**src/rtl/sfrd_pkg.sv**
```systemverilog
// Shared types, constants and codes for the serial frame deframer.
package sfrd_pkg;

	// Queue depths used as parameter defaults.
	localparam int TOK_DEPTH = 4;
	localparam int OUT_DEPTH = 2;

	// Configuration register indexes.
	localparam logic [0:0] REG_ADDRESS_INDEX = 1'b0;
	localparam logic [0:0] REG_MAX_LEN       = 1'b1;

	// Framing bytes.
	localparam logic [7:0] END_MARK = 8'hC1;
	localparam logic [7:0] ESC_MARK = 8'h7D;
	localparam logic [7:0] FLIP_BIT = 8'h20;

	// Expected receive address bytes, selected by the address index register.
	localparam logic [7:0] ADDR_TABLE [8] = '{
		8'h0e, 8'h20, 8'h42, 8'h64, 8'h86, 8'ha8, 8'hca, 8'hec
	};

	// Result kinds.
	typedef enum logic [1:0] {
		KIND_DATA = 2'd0,
		KIND_OK   = 2'd1,
		KIND_CSUM = 2'd2,
		KIND_ADDR = 2'd3
	} kind_t;

	// Deframer phases.
	typedef enum logic [2:0] {
		PH_IDLE   = 3'd0,
		PH_ADDR   = 3'd1,
		PH_BODY   = 3'd2,
		PH_ESCAPE = 3'd3,
		PH_DRAIN  = 3'd4
	} phase_t;

	// One classified received byte, passed from the front to the back.
	typedef struct packed {
		logic [7:0] data;
		logic       is_end;
		logic       is_esc;
		logic       addr_ok;
	} token_t;

	// One result transaction.
	typedef struct packed {
		kind_t      kind;
		logic [7:0] data_byte;
		logic [7:0] byte_count;
		logic       last;
	} result_t;

endpackage

```
**src/rtl/sfrd_front.sv**
```systemverilog
// Front part: classifies received bytes and queues them as tokens.
module sfrd_front #(
	parameter int DEPTH = sfrd_pkg::TOK_DEPTH
) (
	input  logic                clk,
	input  logic                arst_n,
	input  logic                push,
	output logic                full,
	input  logic [7:0]          rx_byte,
	input  logic [2:0]          address_index,
	output logic                tok_valid,
	output sfrd_pkg::token_t    tok,
	input  logic                tok_take
);

	localparam int PW = (DEPTH > 1) ? $clog2(DEPTH) : 1;
	localparam int CW = $clog2(DEPTH + 1);

	sfrd_pkg::token_t mem_q [DEPTH];
	logic [PW-1:0]    wr_ptr_q;
	logic [PW-1:0]    rd_ptr_q;
	logic [CW-1:0]    cnt_q;
	sfrd_pkg::token_t new_tok;
	logic             do_push;
	logic             do_pop;

	// Classify the incoming byte against the framing marks and the expected address.
	always_comb begin
		new_tok.data    = rx_byte;
		new_tok.is_end  = (rx_byte == sfrd_pkg::END_MARK);
		new_tok.is_esc  = (rx_byte == sfrd_pkg::ESC_MARK);
		new_tok.addr_ok = (rx_byte == sfrd_pkg::ADDR_TABLE[address_index]);
	end

	assign full      = (cnt_q == CW'(DEPTH));
	assign tok_valid = (cnt_q != '0);
	assign tok       = mem_q[rd_ptr_q];
	assign do_push   = push && !full;
	assign do_pop    = tok_valid && tok_take;

	// Token storage.
	always_ff @(posedge clk) begin
		if (do_push) begin
			mem_q[wr_ptr_q] <= new_tok;
		end
	end

	// Queue pointers and fill count.
	always_ff @(posedge clk or negedge arst_n) begin
		if (!arst_n) begin
			wr_ptr_q <= '0;
			rd_ptr_q <= '0;
			cnt_q    <= '0;
		end else begin
			if (do_push) begin
				wr_ptr_q <= (wr_ptr_q == PW'(DEPTH - 1)) ? '0 : wr_ptr_q + 1'b1;
			end
			if (do_pop) begin
				rd_ptr_q <= (rd_ptr_q == PW'(DEPTH - 1)) ? '0 : rd_ptr_q + 1'b1;
			end
			if (do_push && !do_pop) begin
				cnt_q <= cnt_q + 1'b1;
			end else if (!do_push && do_pop) begin
				cnt_q <= cnt_q - 1'b1;
			end
		end
	end

endmodule

```
**src/rtl/sfrd_back.sv**
```systemverilog
// Back part: frame state machine and the result queue.
module sfrd_back #(
	parameter int DEPTH = sfrd_pkg::OUT_DEPTH
) (
	input  logic                clk,
	input  logic                arst_n,
	input  logic                tok_valid,
	input  sfrd_pkg::token_t    tok,
	output logic                tok_take,
	input  logic [7:0]          max_len,
	output logic                empty,
	input  logic                pop,
	output sfrd_pkg::result_t   res
);

	localparam int PW = (DEPTH > 1) ? $clog2(DEPTH) : 1;
	localparam int CW = $clog2(DEPTH + 1);

	sfrd_pkg::phase_t  phase_q;
	sfrd_pkg::phase_t  phase_d;
	logic [7:0]        sum_q;
	logic [7:0]        sum_d;
	logic [7:0]        count_q;
	logic [7:0]        count_d;
	logic [1:0]        drain_q;
	logic [1:0]        drain_d;
	logic              emit;
	sfrd_pkg::result_t new_res;

	sfrd_pkg::result_t mem_q [DEPTH];
	logic [PW-1:0]     wr_ptr_q;
	logic [PW-1:0]     rd_ptr_q;
	logic [CW-1:0]     cnt_q;
	logic              out_pop;
	logic              out_push;

	// A token is taken whenever the result queue can absorb a result this cycle.
	assign out_pop  = pop && !empty;
	assign tok_take = tok_valid && ((cnt_q != CW'(DEPTH)) || out_pop);
	assign out_push = tok_take && emit;

	// Next phase and result for the token at the head of the token queue.
	always_comb begin
		phase_d            = phase_q;
		sum_d              = sum_q;
		count_d            = count_q;
		drain_d            = drain_q;
		emit               = 1'b0;
		new_res.kind       = sfrd_pkg::KIND_DATA;
		new_res.data_byte  = '0;
		new_res.byte_count = '0;
		new_res.last       = 1'b0;
		unique case (phase_q)
			sfrd_pkg::PH_IDLE: begin
				phase_d = sfrd_pkg::PH_ADDR;
			end
			sfrd_pkg::PH_ADDR: begin
				if (!tok.addr_ok) begin
					drain_d = 2'd3;
					phase_d = sfrd_pkg::PH_DRAIN;
				end else begin
					sum_d   = tok.data;
					count_d = '0;
					phase_d = sfrd_pkg::PH_BODY;
				end
			end
			sfrd_pkg::PH_DRAIN: begin
				drain_d = drain_q - 1'b1;
				if (drain_d == '0) begin
					phase_d      = sfrd_pkg::PH_IDLE;
					emit         = 1'b1;
					new_res.kind = sfrd_pkg::KIND_ADDR;
					new_res.last = 1'b1;
				end
			end
			sfrd_pkg::PH_BODY: begin
				if (tok.is_end) begin
					phase_d            = sfrd_pkg::PH_IDLE;
					emit               = 1'b1;
					new_res.kind       = (sum_q == '0) ? sfrd_pkg::KIND_OK
					                                   : sfrd_pkg::KIND_CSUM;
					new_res.byte_count = count_q;
					new_res.last       = 1'b1;
				end else begin
					sum_d = sum_q + tok.data;
					// Once the store is full, bytes are only summed.
					if (count_q < max_len) begin
						if (tok.is_esc) begin
							phase_d = sfrd_pkg::PH_ESCAPE;
						end else begin
							count_d            = count_q + 1'b1;
							emit               = 1'b1;
							new_res.data_byte  = tok.data;
							new_res.byte_count = count_d;
						end
					end
				end
			end
			sfrd_pkg::PH_ESCAPE: begin
				phase_d            = sfrd_pkg::PH_BODY;
				count_d            = count_q + 1'b1;
				emit               = 1'b1;
				new_res.data_byte  = tok.data ^ sfrd_pkg::FLIP_BIT;
				new_res.byte_count = count_d;
			end
			default: begin
				phase_d = sfrd_pkg::PH_IDLE;
			end
		endcase
	end

	// Frame state registers.
	always_ff @(posedge clk or negedge arst_n) begin
		if (!arst_n) begin
			phase_q <= sfrd_pkg::PH_IDLE;
			sum_q   <= '0;
			count_q <= '0;
			drain_q <= '0;
		end else if (tok_take) begin
			phase_q <= phase_d;
			sum_q   <= sum_d;
			count_q <= count_d;
			drain_q <= drain_d;
		end
	end

	// Result storage.
	always_ff @(posedge clk) begin
		if (out_push) begin
			mem_q[wr_ptr_q] <= new_res;
		end
	end

	assign empty = (cnt_q == '0);
	assign res   = mem_q[rd_ptr_q];

	// Result queue pointers and fill count.
	always_ff @(posedge clk or negedge arst_n) begin
		if (!arst_n) begin
			wr_ptr_q <= '0;
			rd_ptr_q <= '0;
			cnt_q    <= '0;
		end else begin
			if (out_push) begin
				wr_ptr_q <= (wr_ptr_q == PW'(DEPTH - 1)) ? '0 : wr_ptr_q + 1'b1;
			end
			if (out_pop) begin
				rd_ptr_q <= (rd_ptr_q == PW'(DEPTH - 1)) ? '0 : rd_ptr_q + 1'b1;
			end
			if (out_push && !out_pop) begin
				cnt_q <= cnt_q + 1'b1;
			end else if (!out_push && out_pop) begin
				cnt_q <= cnt_q - 1'b1;
			end
		end
	end

endmodule

```
**src/rtl/serial_frame_receive_deframer_unit.sv**
```systemverilog
// Top level of the serial frame deframer: configuration registers and the two halves.
//
// The deframer accepts one received byte per clock cycle while full is low and returns
// at most one result per byte: each stored body byte after unescaping, a frame-ok or
// checksum error at the end marker, or an address abort after three bytes are drained
// following a wrong address byte. A byte enters a token queue (TOK_DEPTH entries)
// on the edge where push is high and full is low; the frame state machine consumes
// one token per cycle while the result queue has room or is being popped, and writes
// the token's result into the result queue (OUT_DEPTH entries), which shows it on the
// output ports. The result queue lets results wait while bytes keep arriving; full rises
// only when both queues are backed up.
// Configuration writes take effect at the next edge and should be made between frames.
module serial_frame_receive_deframer_unit #(
	parameter int TOK_DEPTH = sfrd_pkg::TOK_DEPTH,
	parameter int OUT_DEPTH = sfrd_pkg::OUT_DEPTH
) (
	input  logic       clk,
	input  logic       arst_n,
	input  logic       push,
	output logic       full,
	input  logic [7:0] rx_byte,
	output logic       empty,
	input  logic       pop,
	output logic [1:0] kind,
	output logic [7:0] data_byte,
	output logic [7:0] byte_count,
	output logic       last,
	input  logic       cfg_we,
	input  logic [0:0] cfg_index,
	input  logic [7:0] cfg_data
);

	logic [2:0]        address_index_q;
	logic [7:0]        max_len_q;
	logic              tok_valid;
	sfrd_pkg::token_t  tok;
	logic              tok_take;
	sfrd_pkg::result_t res;

	// Configuration registers.
	always_ff @(posedge clk or negedge arst_n) begin
		if (!arst_n) begin
			address_index_q <= '0;
			max_len_q       <= '0;
		end else if (cfg_we) begin
			unique case (cfg_index)
				sfrd_pkg::REG_ADDRESS_INDEX: address_index_q <= cfg_data[2:0];
				sfrd_pkg::REG_MAX_LEN:       max_len_q       <= cfg_data;
				default: ;
			endcase
		end
	end

	sfrd_front #(
		.DEPTH(TOK_DEPTH)
	) u_front (
		.clk          (clk),
		.arst_n       (arst_n),
		.push         (push),
		.full         (full),
		.rx_byte      (rx_byte),
		.address_index(address_index_q),
		.tok_valid    (tok_valid),
		.tok          (tok),
		.tok_take     (tok_take)
	);

	sfrd_back #(
		.DEPTH(OUT_DEPTH)
	) u_back (
		.clk      (clk),
		.arst_n   (arst_n),
		.tok_valid(tok_valid),
		.tok      (tok),
		.tok_take (tok_take),
		.max_len  (max_len_q),
		.empty    (empty),
		.pop      (pop),
		.res      (res)
	);

	// Result fields of the oldest waiting transaction.
	assign kind       = res.kind;
	assign data_byte  = res.data_byte;
	assign byte_count = res.byte_count;
	assign last       = res.last;

endmodule

```
**config.mk**
```make
export PLATFORM = sky130hd
export DESIGN_NAME = serial_frame_receive_deframer_unit
export DESIGN_NICKNAME = d
export VERILOG_FILES = /design/src/rtl/sfrd_pkg.sv /design/src/rtl/sfrd_front.sv /design/src/rtl/sfrd_back.sv /design/src/rtl/serial_frame_receive_deframer_unit.sv
export SDC_FILE = /design/constraint.sdc
export NUM_CORES = 1
export LEC_CHECK = 0
export ABC_AREA = 1
export BUFFER_PORTS_ARGS = -buffer_cell sky130_fd_sc_hd__clkbuf_2
export CORE_MARGIN = 8
export CORE_UTILIZATION = 35
export CTS_CLUSTER_SIZE = 14
export DETAILED_ROUTE_END_ITERATION = 8
export PLACE_DENSITY = 0.52
export SKIP_CTS_REPAIR_TIMING = 1
export SLEW_MARGIN = 30
export SYNTH_ARGS = -nofsm -noshare
export SYNTH_HDL_FRONTEND = slang
export SYNTH_SLANG_ARGS = --single-unit
```
**constraint.sdc**
```tcl
create_clock -name clk -period 2.56 [get_ports clk]
set_input_delay 0 -clock clk [delete_from_list [all_inputs] [get_ports clk]]
set_output_delay 0 -clock clk [all_outputs]
set_load 0.005 [all_outputs]
```
==> out/qor.yml, run 1 <==
status: "finished, violations left"
violations: "negative hold slack"
synth_top_area_share_pct: 38.9
p_per_area_nw_per_um2: 1240
timing.final.crit_share_pct: 91.5
critPathKind: "register to register"
final-hold-violation-count: 4
antenna_found_initial: 0
final-max-slew-violation-count: 0
rows: 49
drtPass1Iterations: 4
die_area_um2: 22600
synthTopCellsByArea: "edfxtp_1 (39%), dfrtp_1 (17%), nand2_1 (13%), ha_1 (4.9%), inv_1 (4.5%)"
worstMarginPinSlew_ns: 0.709
core-area_um2: 17800
fin_crit_ns: 2.34
syn2layout_area_growth_pct: 21.8
syn_area_um2: 6320
synth_area_leader_cell: "edfxtp_1"
synth_warnings: 0
p_leak_nw: 3.58
cts_tree: "yes"
dp_hpwl_mm: 9.77
ys_types: 40
startpoint_type: "register"
path_clk_slew_ns: 0.06
gp_congestion: 0.901
slew_headroom_pct: 52.3
synth-seq-area-share_pct: 56.0
io_pins: 43
cp.required_ns: 2.86
min_path_type: "primary input to register"
yosysMostFrequentCell: "nand2_1"
antennaDiodeCount: 0
cts_root_buf: "clkbuf_16"
htreeDepth: 4
met3_length_um: 535
critPathCaptureType: "register"
synthesis.area_per_instance_um2: 9.30
yosys_most_used_dff: "edfxtp_1"
die_y_um: 150
synth_common_cells: "nand2_1 (223), edfxtp_1 (82), inv_1 (75), nand3_1 (47)"
totalWireLength_mm: 13.8
vias_per_cell: 4.57
power_mw: 9.54
finalSetupTns_ns: 0
critPathMaxFanout: 24
grt_pass1_wl_mm: 22.7
grt_overflow: 0
drt-met1-wl_mm: 6.87
ys_seq_elements: 125
grt_max_degree: 44
setup_viol: 0
highest_layer: "met4"
wl_per_cell_um: 13.8
cap_violations: 0
vias: 4576
fin_skew_ns: 0.0105
rsz0062_at_grt: "true"
die_x_um: 150
synth_nets: 729
wl_met2_mm: 6.21
first_global_vias: 4538
clk_path_buf_depth: 2
drc_errors: 0
irDropWorstVdd_v: 0.000501
clock-sinks: 125
drive_gt1_share_pct: 16.5
drt_iter0_markers: 240
synth_edf_count: 82
numCtsBuffers: 17
numPortBuffers: 42
initial_core_util_pct: 35.4
grt_usage_pct: 12.9
clk_latency_ns: 0.42
cp.arrival_ns: 2.64
async_flop_share_pct: 34.4
max_freq_mhz: 427
ant_nets: 0
syn_inst: 680
fin_nets: 808
whs_ns: -0.0538
-- cell families (layout without fill, tap and decap cells) --
logic type / count (synthesis) / count (layout) / share of synthesized area, %
mux: 1 / 1 / 0.178
fa+ha+maj: 27 / 27 / 5.58
flops: 125 / 125 / 56.0
xor+xnor: 14 / 14 / 1.94
buf+inv: 96 / 188 / 6.37
compound gates: 62 / 62 / 5.40
simple gates: 355 / 355 / 24.6
-- routing by layer --
metal / GRT usage, % / up-vias
li1: - / 2379
met1: 17.2 / 2101
met2: 19.8 / 81
met3: 3.49 / 15
met4: 4.80 / 0
met5: 0 / -
-- power breakdown --
group,switching (mW),leakage (nW),internal (mW)
Sequential,0.265,1.29,2.78
Combinational,2.48,1.97,1.34
Clock,0.930,0.320,1.75
Total,3.67,3.58,5.87
-- cells in the final DEF, fill, tap and decap left out, drive strengths merged, types with 7 or more instances in the layout --
master | synthesis | final
buf | 6 | 12
o21ai | 31 | 31
clkinv | 2 | 7
dfrtp | 43 | 43
inv | 82 | 85
a21oi | 23 | 23
dlygate4sd3 | 0 | 18
nor2 | 53 | 53
ha | 25 | 25
nand2 | 234 | 234
xor2 | 8 | 8
edfxtp | 82 | 82
nand3 | 52 | 52
clkbuf | 6 | 59
-- registers in the layout, indices dropped and copies added, names as in the netlist --
name              count
address_index_q       3
max_len_q             8
u_back.cnt_q          2
u_back.count_q        8
u_back.drain_q        2
u_back.mem_q         38
u_back.phase_q        3
u_back.rd_ptr_q       1
u_back.sum_q          8
u_back.wr_ptr_q       1
u_front.cnt_q         3
u_front.mem_q        44
u_front.rd_ptr_q      2
u_front.wr_ptr_q      2
-- layout make-up --
cell class	count	area, um2
Clock buffer	17	425
Clock inverter	15	235
Fill cell	1723	10100
Inverter	84	329
Multi-Input combinational cell	459	2390
Sequential cell	125	3540
Tap cell	229	287
Timing Repair Buffer	72	493
-- critical path: stages (launching register included) --
cell and delay [ns]:
dfrtp_1 0.42, inv_4 0.23, nand2_1 0.10, nand3_2 0.07
nand2_1 0.11, inv_1 0.07, ha_1 0.16, inv_1 0.05
fa_1 0.40, inv_1 0.10, nand4_1 0.13, nand3_1 0.11
nand2_1 0.05, nand3_1 0.06, nand2_1 0.05, nand2_1 0.05
nand2_1 0.06
-- worst paths after layout --
check / slack [ns] / depth (start not counted) / end / from
setup / recovery: 0.22 / 16 / u_back.sum_q[6] / u_front.rd_ptr_q[0]
min in group asynchronous: 0.22 / 3 / u_back.sum_q[0] / arst_n
hold / removal: -0.05 / 3 / address_index_q[0] / cfg_we
max in group asynchronous: 1.91 / 3 / u_back.wr_ptr_q / arst_n
setup reg to reg: 0.22 / 16 / u_back.sum_q[6] / u_front.rd_ptr_q[0]
hold reg to reg: 0.47 / 2 / u_back.wr_ptr_q / u_back.wr_ptr_q
-- metrics by stage --
step                      util (%)  hold slack, ns  setup WS, ns  instances  cell area (um2)
after floorplan                  -          -0.296         0.102        680             6320
after global placement        38.3           0.147         0.233        951             6840
after detailed placement      38.3           0.154         0.174        951             6840
after CTS                     42.1          -0.296         0.119        983             7500
after global routing          43.2         0.00169       -0.0100       1001             7700
final                         43.2         -0.0538         0.218       1001             7700
No activity file was read; power rests on OpenSTA's default activity.
==> run 2: changes to the inputs <==
Settings changed: ABC_AREA 1 to unset, SLEW_MARGIN 30 to unset.
==> out/qor.yml, run 2 <==
status: "finished clean"
timing.final.crit_share_pct: 94.7
drt-met1-wl_mm: 6.65
highest_layer: "met4"
die_y_um: 149
p_per_area_nw_per_um2: 1250
synth_nets: 544
critPathCaptureType: "register"
core-area_um2: 17700
syn2layout_area_growth_pct: 25.9
yosysMostFrequentCell: "edfxtp_1"
placed_cell_area_um2: 7010
cts_tree: "yes"
die_area_um2: 22300
crit_start: "u_front.rd_ptr_q[0]"
reg.largest.list: "u_front.mem_q (44), u_back.mem_q (38)"
fin_skew_ns: 0.0117
grt_usage_pct: 13.3
clock-sinks: 125
drive_gt1_share_pct: 28.0
critPathMaxFanout: 8
async_flop_share_pct: 34.4
path_clk_slew_ns: 0.06
totalWireLength_mm: 14.0
cp.arrival_ns: 2.71
cp.required_ns: 2.85
clk_latency_ns: 0.42
p_leak_nw: 3.10
drt_iter0_markers: 343
startpoint_type: "register"
cts_root_buf: "clkbuf_16"
yosys_most_used_dff: "edfxtp_1"
power_mw: 9.85
seqCellArea_um2: 3540
fillers: 1623
die_x_um: 149
antenna_found_initial: 0
fin_crit_ns: 2.42
finalSetupTns_ns: 0
clk_path_buf_depth: 2
synth_top_area_share_pct: 39.5
final_common_cell: "edfxtp_1"
critPathKind: "register to register"
synth-seq-area-share_pct: 56.7
synthTopCellsByArea: "edfxtp_1 (39%), dfrtp_1 (17%), mux2_2 (5.8%), ha_1 (5.0%), mux4_2 (4.0%)"
slew_headroom_pct: 45.5
ys_types: 55
first_global_vias: 4411
synth_edf_count: 82
synth_area_leader_cell: "edfxtp_1"
met3_length_um: 589
final-max-slew-violation-count: 0
initial_core_util_pct: 35.2
setup_viol: 0
rsz0062_at_grt: "true"
worstReg2RegStart: "u_front.rd_ptr_q[0]"
min_path_type: "primary input to register"
synth_warnings: 0
ys_seq_elements: 125
drc_errors: 0
grt_overflow: 0
ant_nets: 0
drtPass1Iterations: 5
final_area_um2: 7860
synthesis.area_per_instance_um2: 12.6
synth_common_cells: "edfxtp_1 (82), dfrtp_1 (43), mux2_2 (32), inv_1 (29), nand2_1 (28)"
layout_common_cells: "edfxtp_1 (82), dfrtp_1 (43), clkbuf_2 (42), buf_4 (40), mux2_2 (32)"
largest_register_ffs: 44
wl_met2_mm: 6.52
numPortBuffers: 42
numCtsBuffers: 17
vias: 4283
final-hold-violation-count: 0
syn_inst: 495
syn_area_um2: 6240
grt_max_degree: 37
whs_ns: 0.0143
antennaDiodeCount: 0
fin_nets: 647
max_flop_register: "u_front.mem_q"
utilization_pct: 44.3
worstMarginPinSlew_ns: 0.818
vias_per_cell: 5.10
io_pins: 43
htreeDepth: 4
multiInputGateArea_um2: 2570
grt_pass1_wl_mm: 23.1
irDropWorstVdd_v: 0.000637
cap_violations: 0
wl_per_cell_um: 16.7
max_freq_mhz: 412
rows: 49
min_from: "cfg_we"
gp_congestion: 0.814
dp_hpwl_mm: 10.0
run 2: changes by cell type after synthesis, sizes merged, moves of 8 or more:
cell / before / now
and3: 1 / 12
mux4: 0 / 11
clkbuf: 6 / 14
nor2: 53 / 21
nor2b: 0 / 8
nand2: 234 / 28
nor3: 3 / 16
mux2: 1 / 32
inv: 82 / 29
nand3: 52 / 11
a211oi: 0 / 8
run 2: logic make-up after synthesis:
kind of cell | share of synthesized area, %
adders and majority gates | 5.66
and+or+nand+nor | 11.1
AOI/OAI and AO/OA | 11.1
xor gates and xnor gates | 1.83
muxes | 10.4
buffers and inverters | 3.17
DFF | 56.7
run 2: stage by stage:
stage | instances | setup WS [ns]
floorplan | 495 | -0.262
CTS | 821 | 0.0457
global placement | 789 | 0.0481
finish | 840 | 0.135
global route | 840 | -0.0315
detailed placement | 789 | 0.0661
run 2: worst max-delay path, stage by stage, from the launching register on:
cell and delay (ns):
dfrtp_1 0.39, buf_12 0.15, mux4_2 0.53, ha_1 0.35, nor2b_2 0.18, o31a_1 0.27
o21ai_2 0.13, mux2i_1 0.19, a31oi_1 0.11
run 2: routing by layer:
metal | vias to the layer above | track usage (%)
met5 | - | 0
met4 | 0 | 6.31
met3 | 22 | 3.39
met2 | 98 | 20.1
met1 | 2083 | 17.6
li1 | 2080 | -
run 2: worst paths after layout:
path	endpoint	slack, ns	cells past startpoint
max in group asynchronous	u_back.drain_q[0]	1.75	3
max reg2reg	u_back.sum_q[6]	0.14	8
max	u_back.sum_q[6]	0.14	8
min	address_index_q[1]	0.01	3
min in group asynchronous	u_back.sum_q[2]	0.16	2
min reg2reg	u_front.cnt_q[2]	0.49	1
run 2: report_power, final:
| part | internal [mW] | switching [mW] | total, mW |
|---|---|---|---|
| Clock | 1.56 | 0.854 | 2.41 |
| Sequential | 2.80 | 0.352 | 3.15 |
| Combinational | 1.99 | 2.30 | 4.29 |
| Total | 6.34 | 3.50 | 9.85 |
run 2: cell type report:
class,instances,area share [%]
Clock inverter,10,1.78
Sequential cell,125,45.0
Timing Repair Buffer,104,9.68
Multi-Input combinational cell,321,32.7
Tap cell,229,3.65
Inverter,29,1.39
Clock buffer,22,5.78
